`config.mk`:
```
export PLATFORM = sky130hd
export DESIGN_NAME = bwsd_ram
export DESIGN_NICKNAME = d
export VERILOG_FILES = /design/src/sv/bwsd_ram.sv
export SDC_FILE = /design/constraint.sdc
export NUM_CORES = 2
export LEC_CHECK = 0
export BUFFER_PORTS_ARGS = -buffer_cell sky130_fd_sc_hd__buf_2
export CAP_MARGIN = 20
export CORE_AREA = 5 5 454 322
export DETAILED_ROUTE_END_ITERATION = 8
export DIE_AREA = 0 0 459 327
export PLACE_DENSITY = 0.74
export SKIP_LAST_GASP = 1
export SYNTH_ARGS = -nofsm -noshare
export SYNTH_HDL_FRONTEND = slang
export SYNTH_SLANG_ARGS = --single-unit
```
`constraint.sdc`:
```
create_clock -name clk -period 3.1 [get_ports clk]
set_clock_uncertainty 0.15 [all_clocks]
set_input_delay 0.62 -clock clk [delete_from_list [all_inputs] [get_ports clk]]
set_output_delay 0.62 -clock clk [all_outputs]
set_load 0.02 [all_outputs]
```
`src/sv/bwsd_ram.sv`:
```
// ----------------------------------------------------------------------------
// Generic RAM
// One write port and one read port with registered read data.
// ----------------------------------------------------------------------------
module bwsd_ram #(
  parameter int WIDTH = 16,
  parameter int DEPTH = 128
) (
  input  logic                     clk,
  input  logic                     we,
  input  logic [$clog2(DEPTH)-1:0] waddr,
  input  logic [WIDTH-1:0]         wdata,
  input  logic [$clog2(DEPTH)-1:0] raddr,
  output logic [WIDTH-1:0]         rdata
);

  logic [WIDTH-1:0] mem [DEPTH];

  always_ff @(posedge clk) begin
    if (we) begin
      mem[waddr] <= wdata;
    end
    rdata <= mem[raddr];
  end

endmodule

```
==> flow_metrics.env <==
export IMPL_status="finished, final reports clean"
export IMPL_clock_path_buffers=3
export IMPL_regToRegEndpoint="rdata[8]"
export IMPL_ir_drop_mv=0.594
export IMPL_yosysTopAreaCell="edfxtp_1"
export IMPL_path_class="input pin to register"
export IMPL_drv_slew=0
export IMPL_netlist_instances=3086
export IMPL_synth_simple_area_share=0.00888
export IMPL_crit_required_ns=3.64
export IMPL_sw_frac_of_total=0.209
export IMPL_core_area_sq_um=142000
export IMPL_switchingPower_w=0.0117
export IMPL_wl_per_cell_um=35.3
export IMPL_reg2reg_slack_ns=0.40
export IMPL_finalCriticalPeriod_ns=2.97
export IMPL_grtUsageTotal=0.264
export IMPL_ys_ff_latch=2064
export IMPL_cts_max_level=4
export IMPL_grt_overflow_total=0
export IMPL_synthAdderAreaFrac=0
export IMPL_drtPass1Iterations=6
export IMPL_vias=37000
export IMPL_combPwrFrac=0.058
export IMPL_drive_above_1_share=0.366
export IMPL_place_inst=5196
export IMPL_antenna_found_initial=25
export IMPL_ios=48
export IMPL_syn2layout_area_growth_pct=15.1
export IMPL_grt_pass1_wl_mm=278
export IMPL_rsz0062_at_grt="false"
export IMPL_end_kind="register"
export IMPL_final_cells=5532
export IMPL_start_kind="input pin"
export IMPL_hold_path_depth=1
export IMPL_leakagePower_nw=28.2
export IMPL_ys_seq_area_frac=0.787
export IMPL_gp_congestion=0.871
export IMPL_die_y_um=327
export IMPL_hold_path_class="input pin to register"
export IMPL_synth_xor_area_frac=0
export IMPL_worst_pin_slew_ns=0.897
export IMPL_cts_tree="built"
export IMPL_drc=0
export IMPL_start_util=0.555
export IMPL_synth_compound_area_frac=0
export IMPL_grt_max_degree=129
export IMPL_routed_wl_mm=195
export IMPL_syn_cell_area_sq_um=78500
export IMPL_finalSetupViolCount=0
export IMPL_vias_per_cell=6.69
export IMPL_die_area_sq_um=150000
export IMPL_hold_start="wdata[1]"
export IMPL_numCtsBuffers=181
export IMPL_reg2reg_from="mem[85][8]"
export IMPL_fp_dieW_um=459
export IMPL_p_per_area_nw_per_um2=620
export IMPL_numClockSinks=2064
export IMPL_critPathArrivalTime_ns=3.50
export IMPL_fin_setup_tns_ns=0
export IMPL_ant_nets=0
export IMPL_fp_row_count=116
export IMPL_first_iter_violations=6223
export IMPL_synth_nets=3118
export IMPL_maxCapViolCount=0
export IMPL_fin_crit_sh=0.957
export IMPL_grt_pass1_vias=36900
export IMPL_synth_area_top_cells="edfxtp_1 (78%), mux4_2 (19%), nor2_1 (0.58%), dfxtp_1 (0.41%), clkbuf_1 (0.39%)"
export IMPL_hold_path_end="mem[45][1]"
export IMPL_num_fill_cells=8723
export IMPL_dp_final_hpwl_mm=120
export IMPL_clk_pin_slew_worst_paths_ns=0.07
export IMPL_muxShareOfSynthArea=0.195
export IMPL_clock_latency_ns=0.81
export IMPL_cts_root_buffer="clkbuf_16"
export IMPL_rr_worst_depth=4
export IMPL_syn_area_per_cell_sq_um=25.4
export IMPL_cts_resized=0
export IMPL_port_buffers=47
export IMPL_cts_hold_buf=0
export IMPL_relSlewSlack=0.402
export IMPL_yosysUniqueCellTypes=17
export IMPL_p_seq_frac=0.552
export IMPL_post_cts_buffers=0
export IMPL_ys_warn_count=0
export IMPL_synth_top_family_by_area="multiplexers"
export IMPL_fmax_mhz=337
export IMPL_p_int_w=0.0443
export IMPL_clockPowerShare=0.391
export IMPL_nets=3523
export IMPL_crit_path_max_fanout=21
export IMPL_synth_top_area_frac=0.783
export IMPL_final_hold_viol_count=0
logic make-up (layout without fill, tap and decap cells):
logic type | Yosys count | after routing
buffers and inverters | 164 | 713
flip-flops | 2064 | 2064
multiplexers | 688 | 688
other | 0 | 9
AND/OR/NAND/NOR | 170 | 170
registers in the layout, indices dropped and copies added, names as in the netlist:
name and flops:
mem 2048, rdata 16
how the worst max path moves through the flow:
stage	from	end	slack (ns)	cells after the start
after global placement	raddr[0]	rdata[14]	-0.65	8
after floorplan	raddr[0]	rdata[0]	0.002	7
final	raddr[0]	rdata[9]	0.13	8
after CTS	raddr[0]	rdata[9]	0.18	8
after global routing	raddr[0]	rdata[9]	0.13	8
after detailed placement	raddr[0]	rdata[9]	-0.67	8
area by class of cell:
class | count | area, sq um | area share
Multi-Input combinational cell | 858 | 16100 | 0.178
Timing Repair Buffer | 386 | 4440 | 0.0492
Clock inverter | 95 | 815 | 0.00901
Antenna cell | 9 | 22.5 | 0.000249
Clock buffer | 232 | 4850 | 0.0536
Sequential cell | 2064 | 61800 | 0.684
Tap cell | 1888 | 2360 | 0.0261
layout by cell type, fill, tap and decap left out, drive strengths merged:
cell,netlist,routed
buf,82,385
bufinv,0,13
clkbuf,82,233
clkinv,0,74
clkinvlp,0,3
dfxtp,16,16
diode,0,9
edfxtp,2048,2048
inv,0,5
mux2,16,16
mux4,672,672
nand2,14,14
nand2b,2,2
nand3,12,12
nand4,3,3
nor2,122,122
nor2b,7,7
nor3,9,9
or3,1,1
Yosys cell counts:
cell type and instances:
edfxtp_1 2048, mux4_2 672, nor2_1 122, clkbuf_1 82
buf_2 52, buf_1 28, dfxtp_1 16, mux2_2 16
nand2_1 14, nand3_1 12, nor3_1 9, nor2b_1 7
nand4_1 3, nand2b_1 2, buf_4 1, buf_6 1
or3_1 1
routing by layer:
layer  vias to the layer above  wire, um  global-route usage
met2                      2574     90200               0.390
met5                         -       172             0.00513
met4                        10      4350              0.0627
met3                       291     25600              0.0718
li1                      14300         -                   -
met1                     19800     74800               0.400
per-stage QoR:
stage,util,cell area [sq um],hold slack (ns),worst slack [ns],total power (W)
floorplan,-,78700,0.569,0.00225,0.0330
detailed placement,0.598,84700,0.886,-0.665,0.0347
finish,0.639,90400,0.0737,0.133,0.0560
global placement,0.598,84700,0.880,-0.646,0.0346
global route,0.638,90300,0.0494,0.130,0.0576
CTS,0.638,90300,0.0248,0.176,0.0562
worst max-delay path: stages:
cell	delay, ns
buf_8	0.18
buf_12	0.30
buf_12	0.20
buf_12	0.17
mux4_2	0.51
mux4_2	0.59
mux4_2	0.56
mux2_2	0.30
power by group through the flow:
stage / clock, W / combinational [W] / sequential, W
2_1_floorplan: 0 / 0.00154 / 0.0315
3_3_place_gp: 0 / 0.00309 / 0.0315
3_5_place_dp: 0 / 0.00318 / 0.0315
4_1_cts: 0.0221 / 0.00321 / 0.0309
5_1_grt: 0.0234 / 0.00336 / 0.0309
6_report: 0.0219 / 0.00323 / 0.0309
No activity file was read; power rests on OpenSTA's default activity.
