### src/sv/bwsd_pkg.sv
// ----------------------------------------------------------------------------
// Band weighted spectrum package
// Shared types, register indexes, level constants and the twiddle function.
// ----------------------------------------------------------------------------
package bwsd_pkg;

  localparam int REG_DEEP_BASS_GAIN = 0;
  localparam int REG_BASS_GAIN      = 1;
  localparam int REG_TREBLE_GAIN    = 2;
  localparam int REG_NORMAL_GAIN    = 3;
  localparam int REG_FULL_SCALE     = 4;

  localparam int CFG_IDX_W  = 3;
  localparam int CFG_DATA_W = 32;
  localparam int GAIN_W     = 16;
  localparam int LOG_W      = 22;

  localparam logic [15:0] LEVEL_MIN   = 16'h8000;
  localparam logic [15:0] LEVEL_MAX   = 16'h7FFF;
  localparam int          DB_PER_LOG2 = 197283;
  localparam int          LOG_OFFSET  = 26 * 65536;

  localparam longint CORDIC_START = 9949;
  localparam longint TW_ONE       = 16384;
  localparam longint CORDIC_ANGLE [16] = '{
    8192, 4836, 2555, 1297, 651, 326, 163, 81, 41, 20, 10, 5, 3, 1, 1, 0
  };

  typedef logic [CFG_IDX_W-1:0] cfg_idx_t;

  typedef struct packed {
    logic        start;
    logic [63:0] value;
  } log_req_t;

  typedef struct packed {
    logic             done;
    logic [LOG_W-1:0] result;
  } log_rsp_t;

  // Cosine and sine of a phase in 1/65536 turn, Q1.14, packed as {cos, sin}.
  function automatic logic [31:0] twiddle(input int unsigned p);
    longint x;
    longint y;
    longint z;
    longint dx;
    longint dy;
    longint c;
    longint s;
    logic [1:0] quad;
    quad = 2'((p >> 14) & 3);
    z = longint'(p & 32'h3FFF);
    x = CORDIC_START;
    y = 0;
    for (int i = 0; i < 16; i++) begin
      dx = y >>> i;
      dy = x >>> i;
      if (z >= 0) begin
        x = x - dx;
        y = y + dy;
        z = z - CORDIC_ANGLE[i];
      end else begin
        x = x + dx;
        y = y - dy;
        z = z + CORDIC_ANGLE[i];
      end
    end
    if (x > TW_ONE) x = TW_ONE;
    if (x < -TW_ONE) x = -TW_ONE;
    if (y > TW_ONE) y = TW_ONE;
    if (y < -TW_ONE) y = -TW_ONE;
    case (quad)
      2'd0: begin
        c = x;
        s = y;
      end
      2'd1: begin
        c = -y;
        s = x;
      end
      2'd2: begin
        c = -x;
        s = -y;
      end
      default: begin
        c = y;
        s = -x;
      end
    endcase
    return {c[15:0], s[15:0]};
  endfunction

endpackage

### src/sv/bwsd_log2.sv
// ----------------------------------------------------------------------------
// Iterative log2 unit
// Normalizes in six shift steps, then squares sixteen times for 16 fraction
// bits. The result is registered and flagged by a one-cycle done bit.
// ----------------------------------------------------------------------------
module bwsd_log2 (
  input  logic               clk,
  input  logic               rst_n,
  input  bwsd_pkg::log_req_t req,
  output bwsd_pkg::log_rsp_t rsp
);

  localparam logic [1:0] L_IDLE  = 2'd0;
  localparam logic [1:0] L_NORM  = 2'd1;
  localparam logic [1:0] L_LOADM = 2'd2;
  localparam logic [1:0] L_SQ    = 2'd3;

  logic [1:0]  st_r;
  logic        done_r;
  logic [63:0] x_r;
  logic [5:0]  e_r;
  logic [3:0]  cnt_r;
  logic [31:0] m_r;
  logic [15:0] frac_r;

  logic [5:0]  sh;
  logic [63:0] top_mask;
  logic [63:0] prod;
  logic [32:0] sq;

  always_comb begin
    case (cnt_r)
      4'd0:    sh = 6'd32;
      4'd1:    sh = 6'd16;
      4'd2:    sh = 6'd8;
      4'd3:    sh = 6'd4;
      4'd4:    sh = 6'd2;
      default: sh = 6'd1;
    endcase
    top_mask = ~({64{1'b1}} >> sh);
    prod     = 64'(m_r) * 64'(m_r);
    sq       = prod[63:31];
  end

  always_ff @(posedge clk) begin
    if (!rst_n) begin
      st_r   <= L_IDLE;
      done_r <= 1'b0;
    end else begin
      done_r <= 1'b0;
      case (st_r)
        L_IDLE: begin
          if (req.start) begin
            x_r   <= req.value;
            e_r   <= 6'd63;
            cnt_r <= 4'd0;
            st_r  <= L_NORM;
          end
        end
        L_NORM: begin
          if ((x_r & top_mask) == 64'd0) begin
            x_r <= x_r << sh;
            e_r <= e_r - sh;
          end
          cnt_r <= cnt_r + 4'd1;
          if (cnt_r == 4'd5) begin
            st_r <= L_LOADM;
          end
        end
        L_LOADM: begin
          m_r    <= x_r[63:32];
          frac_r <= 16'd0;
          cnt_r  <= 4'd0;
          st_r   <= L_SQ;
        end
        L_SQ: begin
          if (sq[32]) begin
            m_r    <= sq[32:1];
            frac_r <= {frac_r[14:0], 1'b1};
          end else begin
            m_r    <= sq[31:0];
            frac_r <= {frac_r[14:0], 1'b0};
          end
          cnt_r <= cnt_r + 4'd1;
          if (cnt_r == 4'd15) begin
            st_r   <= L_IDLE;
            done_r <= 1'b1;
          end
        end
        default: st_r <= L_IDLE;
      endcase
    end
  end

  assign rsp.done   = done_r;
  assign rsp.result = {e_r, frac_r};

endmodule

### config.mk
export PLATFORM = sky130hd
export DESIGN_NAME = bwsd_log2
export DESIGN_NICKNAME = d
export VERILOG_FILES = /design/src/sv/bwsd_pkg.sv /design/src/sv/bwsd_log2.sv
export SDC_FILE = /design/constraint.sdc
export NUM_CORES = 2
export LEC_CHECK = 0
export ABC_CLOCK_PERIOD_IN_PS = 12300
export BUFFER_PORTS_ARGS = -buffer_cell sky130_fd_sc_hd__buf_4
export CAP_MARGIN = 20
export CORE_MARGIN = 5
export CORE_UTILIZATION = 50
export DETAILED_ROUTE_END_ITERATION = 8
export PLACE_DENSITY = 0.73
export SYNTH_ARGS = -nofsm -noshare
export SYNTH_HDL_FRONTEND = slang
export SYNTH_SLANG_ARGS = --single-unit
### constraint.sdc
create_clock -name clk -period 12.3 [get_ports clk]
set_input_delay 1.845 -clock clk [delete_from_list [all_inputs] [get_ports clk]]
set_output_delay 1.845 -clock clk [all_outputs]
set_load 0.02 [all_outputs]
==> results_dict.tcl <==
set metrics [dict create \
    ys_seq_elements 125 \
    finalSetupViolations 0 \
    cts_root_buf "clkbuf_16" \
    core_um2 75700 \
    cap_violations 0 \
    cts_setup_buffers 0 \
    crit_required_ps 12570 \
    cts_tree "done" \
    end_kind "flip-flop" \
    grt_usage 0.265 \
    synth.distinct_cells 79 \
    cts_hold_buffers 0 \
    cts_buffer_depth 2 \
    routedWlPerCell_um 20.8 \
    grt_max_degree 74 \
    ys.flop_type "edfxtp_1" \
    io_buffers 89 \
    die_w_um 286 \
    outcome "finished with violations" \
    dp_hpwl_um 84600 \
    synth_area_um2 38000 \
    cts_max_level 4 \
    seq_area_frac_synth 0.0979 \
    grt_pass1_vias 31100 \
    initial_core_util 0.502 \
    cts_resized 0 \
    gp_congestion 1.03 \
    final_cell_mix "inv_1 (1009), fa_1 (792), nand2_1 (384), ha_1 (308), and2_1 (251)" \
    final.setup.tns_ps 0 \
    numClockSinks 125 \
    drt_wl_total_um 107000 \
    dieArea_um2 81700 \
    maxSlewViolCount 0 \
    synth_edf_count 122 \
    vias 29000 \
    syn_area_per_cell_um2 9.16 \
    hold_path.class "reg2reg" \
    tightest_slew_ps 1190 \
    area_growth_pct 6.00 \
    timing.final.crit_share 0.792 \
    async_reset_ff_frac 0 \
    crit_fanout 39 \
    placementRows 101 \
    cts_buffers 17 \
    nNetsFinal 5297 \
    antenna_found_initial 2 \
    drive_gt1_frac 0.0580 \
    yosysWarnings 0 \
    cp_data_arrival_time_ps 10010 \
    grt_pass1_wl_um 170000 \
    hold_viol 0 \
    max_freq_mhz 103 \
    io_pins 90 \
    vias_per_cell 5.66 \
    drt-pass1-iter-count 9 \
    final_common_cell "inv_1" \
    violations "DRC" \
    route.detailed.drc 3 \
    globalRouteOverflowTotal 0 \
    grt_setup_unrepaired "false" \
    start_kind "flip-flop" \
    syn_inst 4150 \
    fin_crit_ps 9740 \
    die_h_um 286 \
    syn_nets 5319 \
    finalClockSkew_ps 15.5 \
    relSlewSlack 0.209 \
    path_class "reg2reg" \
    diodes 0 \
    clkTransAtPathRegs_ps 70 \
    drtAntennaViolNets 0 \
    clk_latency_ps 440 \
    drtIter0Drc 2684 \
]
-- worst max-delay path, stage by stage, from the launching register on --
cell       delay, ps
edfxtp_1         770
buf_4            390
and2_1           210
inv_1             80
fa_1             500
fa_1             530
inv_1             60
fa_1             510
inv_1             60
fa_1             530
inv_1             50
fa_1             490
fa_1             450
fa_1             550
fa_1             430
ha_1             340
nand4_2          160
or3_4            440
or4_4            540
o311ai_2         330
o2111ai_2        210
o211a_1          280
nor2_2           140
xnor2_2          120
buf_4            430
inv_1            220
or4bb_1          530
a31oi_1          190
-- cell families (layout without fill, tap and decap cells) --
group,Yosys count,in the layout,share of synthesized area
AO/OA/AOI/OAI,553,553,0.0973
XOR/XNOR,83,83,0.0191
adder cells (fa/ha/maj),1102,1102,0.519
buffers and inverters,1213,1204,0.120
flip-flops,125,125,0.0979
multiplexers,93,93,0.0254
AND/OR/NAND/NOR,981,981,0.121
-- registers in the layout (all words and copies together), names as in the netlist --
signal,count
frac_r,16
m_r,32
st_r,2
x_r,64
e_r,6
cnt_r,4
done_r,1
-- metal layers --
layer | track usage | wire [µm] | up-vias
met3 | 0.0484 | 9470 | 310
met1 | 0.347 | 41100 | 14500
met4 | 0.0850 | 4120 | 0
li1 | - | - | 12800
met2 | 0.448 | 51900 | 1384
met5 | 0 | 0 | -
-- synth_stat cells, drive strengths merged (12+ instances only) --
library cell  count  area [µm²]
nor2            226         851
mux2i            73         731
a22oi            16         120
a21o             37         278
mux2             19         214
a211oi           18         135
a221oi           17         149
ha              310        3880
a31oi            19         119
nor2b            18         113
nand3            23         115
clkbuf          182         683
xnor2            47         412
xor2             36         315
o21a             13        97.6
o21ai            86         430
a222oi           26         260
buf              15        78.8
and2            252        1580
edfxtp          122        3660
a21oi           158         791
o22ai            36         225
o2bb2ai          27         236
inv            1011        3790
o21bai           18         135
nand2           384        1440
nor3             24         120
nand4            12        81.3
fa              792       15900
-- path summary, 6_finish.rpt --
check / from / endpoint / slack [ps] / depth (start not counted)
worst max register to register: m_r[4] / m_r[26] / 2560 / 27
worst max-delay path: m_r[4] / m_r[26] / 2560 / 27
worst min-delay path: frac_r[8] / frac_r[9] / 560 / 1
worst min register to register: frac_r[8] / frac_r[9] / 560 / 1
-- final cells by class --
type,count,area [µm²]
multi-input combinational,2812,29700
inverter,1016,3810
sequential,125,3720
clock buffer,17,425
tap,978,1220
clock inverter,15,198
fill,6810,35400
timing repair buffer,156,1180
-- metrics by stage --
stage,cell area [µm²],util,hold WS [ps],std cells,setup slack [ps]
finish,40300,0.532,557,5119,2560
detailed placement,39700,0.524,546,5086,2690
floorplan,38000,-,527,4150,3880
global route,40300,0.532,582,5119,2130
CTS,40300,0.532,559,5118,2620
global placement,39700,0.524,536,5086,2840
Power is not shown: default switching activity piles up to over one toggle a cycle in this logic, so the estimate is an artifact.
